===== src/rtl/core/assert_macros.svh =====
// Assertion macros shared by the walker RTL.
`ifndef ASSERT_MACROS_SVH
`define ASSERT_MACROS_SVH

// A condition that must hold at every clock edge outside reset.
`define SCW_ASSERT_ALWAYS(label, clk, rst_n, cond) \
    label: assert property (@(posedge clk) disable iff (!rst_n) (cond)) \
        else $error("invariant check failed");

// The consequent must hold in the same cycle as the antecedent.
`define SCW_ASSERT_IMP(label, clk, rst_n, ante, cons) \
    label: assert property (@(posedge clk) disable iff (!rst_n) (ante) |-> (cons)) \
        else $error("same-cycle implication failed");

// The consequent must hold in the cycle after the antecedent.
`define SCW_ASSERT_NEXT(label, clk, rst_n, ante, cons) \
    label: assert property (@(posedge clk) disable iff (!rst_n) (ante) |=> (cons)) \
        else $error("next-cycle implication failed");

`endif


===== src/rtl/core/scw_pkg.sv =====
// Shared types, request codes and constants of the strided chain copy walker.
package scw_pkg;

    // Default sizing of the record tables and the address path.
    localparam int MAX_RECORDS_DEF = 16;
    localparam int ADDR_BITS_DEF   = 48;

    // Fixed field widths.
    localparam int START_W  = 48;
    localparam int ES_W     = 9;
    localparam int STRIDE_W = 16;
    localparam int LEN_W    = 16;
    localparam int BCNT_W   = 24;
    localparam int DELTA_W  = BCNT_W + STRIDE_W;

    // Largest element size that a record keeps.
    localparam logic [ES_W-1:0] ES_MAX = 9'd256;

    // Request codes.
    localparam logic [1:0] REQ_LOAD_SRC = 2'd0;
    localparam logic [1:0] REQ_LOAD_DST = 2'd1;
    localparam logic [1:0] REQ_STEP     = 2'd2;
    localparam logic [1:0] REQ_CLEAR    = 2'd3;

    // One strided record as held in a table.
    typedef struct packed {
        logic [START_W-1:0]  start;
        logic [ES_W-1:0]     esize;
        logic [STRIDE_W-1:0] stride;
        logic [LEN_W-1:0]    length;
    } rec_t;

    // Commands from the controller to the datapath.
    typedef struct packed {
        logic load_src;
        logic load_dst;
        logic clear;
        logic emit_idle;
        logic rd_cur;
        logic calc;
        logic mul;
        logic commit;
    } dp_cmd_t;

    // Status from the datapath to the controller.
    typedef struct packed {
        logic src_done;
        logic dst_done;
    } dp_sts_t;

endpackage


===== src/rtl/core/scw_ctrl.sv =====
// Controller state machine that sequences loads, clears and copy steps.
`include "assert_macros.svh"

module scw_ctrl (
    input  logic              clk,
    input  logic              rst_n,
    input  logic              start,
    input  logic [1:0]        req_type,
    input  scw_pkg::dp_sts_t  sts,
    output scw_pkg::dp_cmd_t  cmd,
    output logic              busy
);
    import scw_pkg::*;

    localparam logic [1:0] S_IDLE   = 2'd0;
    localparam logic [1:0] S_CALC   = 2'd1;
    localparam logic [1:0] S_MUL    = 2'd2;
    localparam logic [1:0] S_COMMIT = 2'd3;

    logic [1:0] state_reg;
    logic [1:0] state_next;

    // Next state and command decode.
    always_comb
    begin
        state_next = state_reg;
        cmd        = '0;
        case (state_reg)
            S_IDLE:
            begin
                if (start)
                begin
                    case (req_type)
                        REQ_LOAD_SRC: cmd.load_src = 1'b1;
                        REQ_LOAD_DST: cmd.load_dst = 1'b1;
                        REQ_CLEAR:    cmd.clear    = 1'b1;
                        REQ_STEP:
                        begin
                            if (sts.src_done || sts.dst_done)
                            begin
                                cmd.emit_idle = 1'b1;
                            end
                            else
                            begin
                                cmd.rd_cur = 1'b1;
                                state_next = S_CALC;
                            end
                        end
                        default: ;
                    endcase
                end
            end
            S_CALC:
            begin
                cmd.calc   = 1'b1;
                state_next = S_MUL;
            end
            S_MUL:
            begin
                cmd.mul    = 1'b1;
                state_next = S_COMMIT;
            end
            S_COMMIT:
            begin
                cmd.commit = 1'b1;
                state_next = S_IDLE;
            end
            default: state_next = S_IDLE;
        endcase
    end

    // State register.
    always_ff @(posedge clk or negedge rst_n)
    begin
        if (!rst_n)
            state_reg <= S_IDLE;
        else
            state_reg <= state_next;
    end

    assign busy = (state_reg != S_IDLE);

    // A step that starts a record read always runs into the calculation cycle.
    `SCW_ASSERT_NEXT(a_rd_then_calc, clk, rst_n, cmd.rd_cur, cmd.calc)

endmodule


===== config.mk =====
export PLATFORM = sky130hd
export DESIGN_NAME = scw_ctrl
export DESIGN_NICKNAME = d
export VERILOG_FILES = /design/src/rtl/core/scw_pkg.sv /design/src/rtl/core/scw_ctrl.sv
export VERILOG_INCLUDE_DIRS = /design/src /design/src/rtl/core
export SDC_FILE = /design/constraint.sdc
export NUM_CORES = 1
export LEC_CHECK = 0
export BUFFER_PORTS_ARGS = -buffer_cell sky130_fd_sc_hd__buf_2
export CAP_MARGIN = 15
export CORE_AREA = 10 10 47 49
export CTS_CLUSTER_SIZE = 16
export DETAILED_ROUTE_END_ITERATION = 8
export DIE_AREA = 0 0 57 59
export PLACE_DENSITY_LB_ADDON = 0.05
export SLEW_MARGIN = 20
export SYNTH_ARGS = -nofsm -noshare
export SYNTH_HDL_FRONTEND = slang
export SYNTH_SLANG_ARGS = --single-unit

===== constraint.sdc =====
create_clock -name clk -period 1.9 [get_ports clk]
set_clock_uncertainty 0.15 [all_clocks]
set_input_delay 0.095 -clock clk [delete_from_list [all_inputs] [get_ports clk]]
set_output_delay 0.095 -clock clk [all_outputs]
set_load 0.1 [all_outputs]

# --- Word-level counts from Yosys, hierarchy flattened ---
# Cells that the tools add are included.
# W data, S select, Z words.
totals:
  ff_bits: 2
  out_inout_bits: 9
op_classes:
  n_eq_ne: 9
  mux: 15
  n_reduce_logical: 5
ops:
  columns: ["operator", "n"]
  rows:
  - ["$mux W5", 2]
  - ["$eq A2 B2 Y1 const B", 4]
  - ["$mux W1", 8]
  - ["$mux W2", 4]
  - ["$pmux W2 S4", 1]
  - ["$eq A2 B1 Y1 const B", 2]
  - ["$logic_not A2 Y1", 2]
  - ["$ne A2 B2 Y1 const B", 2]
  - ["$reduce_and A3 Y1", 1]
  - ["$ne A2 B1 Y1 const B", 1]
  - ["$reduce_bool A2 Y1", 1]
  - ["$logic_or A1 B1 Y1", 1]

# --- Depth between registers and ports, before layout ---
depth:
  ltp_word: 5
  ltp_mapped: 5
  mapped_depth_nobuf: 5

# --- Worst setup path before layout ---
# Ideal clock, no wire load.
synth_path:
  path_type: "register to output"
  start: "register state_reg[0]"
  end: "output cmd[6] (netlist bit)"
  arrival_time_ns: 2.995
  slack_ns: -1.340
  path_stages_with_launch: 5
  cell_sequence: "dfrtp_1 inv_1 ha_1 nand2_1 nor3b_1"
synth_lines:
  columns: ["item", "line", "text"]
  rows:
  - ["start: declaration", "scw_ctrl.sv:20", "logic [1:0] state_reg;"]
  - ["start signal: assignment", "scw_ctrl.sv:78", "state_reg <= state_next;"]
  - ["end: declaration", "scw_ctrl.sv:10", "output scw_pkg::dp_cmd_t cmd,"]

==> summary.txt <==
Run status
  – Outcome: finished clean

Logic synthesis
  – Post-synthesis xor/xnor area fraction: 0
  – Simple-Gate Fraction of Synth Area: 0.268
  – Synthesized Nets: 38
  – Largest family of logic cells by synthesized area: adder cells
  – Syn. warnings: 0
  – Synthesized-area fraction occupied by adder cells: 0.279
  – Syn avg cell area: 8.61 um2
  – Distinct cells, synth: 13
  – Yosys reg bits: 2
  – Synth Instances: 26
  – Seq/Total Area, Yosys: 0.223
  – Cell area after synthesis: 224 um2
  – Mux cell area share after synthesis: 0.0670
  – Synth Area in Compound Gates: 0.112

Placement
  – Setup slack at placement: around 0.24 ns
  – Placer congestion estimate: ~0.68
  – Number of I/O port buffers: 15

Clocking
  – TritonCTS clock tree: done
  – Clk sinks: 2
  – Root Driver: clkbuf_4
  – CTS Buf Count: 3
  – Max Buffers Root-to-Sink: 2
  – Clock-pin slew on the worst setup and hold paths: roughly 0.030 ns
  – H-tree Lvls: 1
  – Clock latency on the worst-skew pair: about 0.22 ns

Setup path
  – CP delay by family, top: buffers and inverters
  – Crit. End Element: primary output
  – Worst path bufs/invs: 3
  – CP Launch Type: flip-flop
  – Critical path's slowest cell: dfrtp_1
  – Largest stage delay on the critical path: 0.40 ns
  – CP arrival: between 1.5 and 2 ns
  – Crit-path cells: inv_2 -> ha_2 -> nand4b_1 -> buf_4 -> nor2_4 -> buf_12
  – WP data required: around 1.7 ns
  – Largest fanout on the critical path: 4
  – Crit Path Category: reg -> out

Drt
  – Routed WL: 701 um
  – Via Count: 257
  – DRC Markers: 0
  – Detailed Routing Iterations Pass 1: 4
  – Final ANT Viol Nets: 0
  – First DRT Iteration DRCs: 1
  – Routed wire per std cell: 11.0 um
  – Via density: about 4.0

Global routing
  – GRT Total Usage: 0.0453
  – First-pass GRT wire length: ~1.2 mm
  – Number of global-route vias before repair: 263
  – Gr ovfl total: 0
  – Largest net degree at the start of global routing: 6
  – Initial antenna violation count: 0

Timing
  – Final Hold Viols: 0
  – Final Max Slew Viols: 0
  – Period utilization: 0.960
  – Worst-Margin Slew: 0.488 ns
  – Final WS setup: 0.0760 ns
  – Final setup viols: 0
  – Fin crit period: 1.82 ns
  – Max Clock Freq: 548 MHz
  – Slew margin rel.: 0.677

Cells and area
  – Commonest non-fill, non-tap cell in the layout: buf_2
  – Synth-to-layout area growth: 116%
  – Nets: 62
  – Filler Cell Count: 155
  – Most frequent cells in the layout: 10 x buf_2, 5 x buf_12, 4 x ha_1
  – ANT cells: 0
  – Max reg flops: 2
  – Layout cell share with drive strength beyond 1: 0.646

Floorplan
  – Die Y: 59 um
  – Cell Rows: 14
  – Die footprint: 3360 um2
  – Die Wd: approximately 57 um
  – IO Pins: 16
  – Core area: 1400 um2
  – Initial Util: 0.160

Hold path
  – Hold WC Path Type: in -> async

Flow run
  – Max-cap check violation count: 0
-- logic make-up after synthesis --
group	after synthesis
mux	1
compound gates	3
flops	2
fa+ha+maj	5
simple gates	12
buf+inv	3
-- metrics by stage --
| step | utilization | instance area (um2) | hold slack (ns) | std cells | setup TNS, ns |
|---|---|---|---|---|---|
| 2_1_floorplan | - | 255 | -0.351 | 26 | -0.758 |
| 3_3_place_gp | 0.304 | 425 | -0.264 | 57 | 0 |
| 3_5_place_dp | 0.304 | 425 | -0.262 | 57 | 0 |
| 4_1_cts | 0.327 | 458 | 0.0383 | 61 | 0 |
| 5_1_grt | 0.345 | 483 | 0.0515 | 64 | -0.0110 |
| 6_report | 0.345 | 483 | 0.0427 | 64 | 0 |
-- metal layers --
metal,vias to the layer above,part of all wire,track usage
met1,110,0.45,0.0497
li1,132,-,-
met3,0,0.12,0.0172
met4,0,0,0.0503
met5,-,0,0
met2,15,0.44,0.0620
-- cells in the mapped netlist, drive strengths merged --
| master | instances | area share |
|---|---|---|
| nor3b | 1 | 0.034 |
| nand3b | 1 | 0.034 |
| ha | 5 | 0.28 |
| inv | 3 | 0.050 |
| nor2 | 4 | 0.067 |
| o21a | 1 | 0.034 |
| a21oi | 1 | 0.039 |
| nor3 | 2 | 0.045 |
| a2bb2oi | 1 | 0.039 |
| nand2 | 3 | 0.050 |
| mux2 | 1 | 0.067 |
| nand4b | 1 | 0.039 |
| dfrtp | 2 | 0.22 |
-- area by class of cell --
class	instances	area, um2	share of cell area
sequential	2	50.0	0.104
clock buffer	3	22.5	0.0466
timing repair buffer	19	183	0.378
tap	16	20.0	0.0415
inverter	3	11.3	0.0233
multi-input combinational	21	196	0.407
-- what timing repair did --
item / in CTS / in global routing
hold buffers: 1 / 0
hold endpoints to repair: 2 / 0
setup buffers: 0 / 3
setup endpoints to repair: 0 / 3
resized for setup: 0 / 3
-- final timing paths --
kind / from / slack, ns / to / cells past startpoint
min: rst_n / 0.04 / state_reg[1] / 2
max reg2reg: state_reg[1] / 0.40 / state_reg[1] / 5
min reg2reg: state_reg[1] / 0.44 / state_reg[1] / 1
min in group clk: start / 0.14 / state_reg[0] / 4
max: state_reg[1] / 0.08 / cmd[4] / 6
max in group asynchronous: rst_n / 1.46 / state_reg[0] / 2
Power is left out: the tool's default activity adds up to more than one toggle a clock period on the data nets, which glitch-free logic cannot reach.
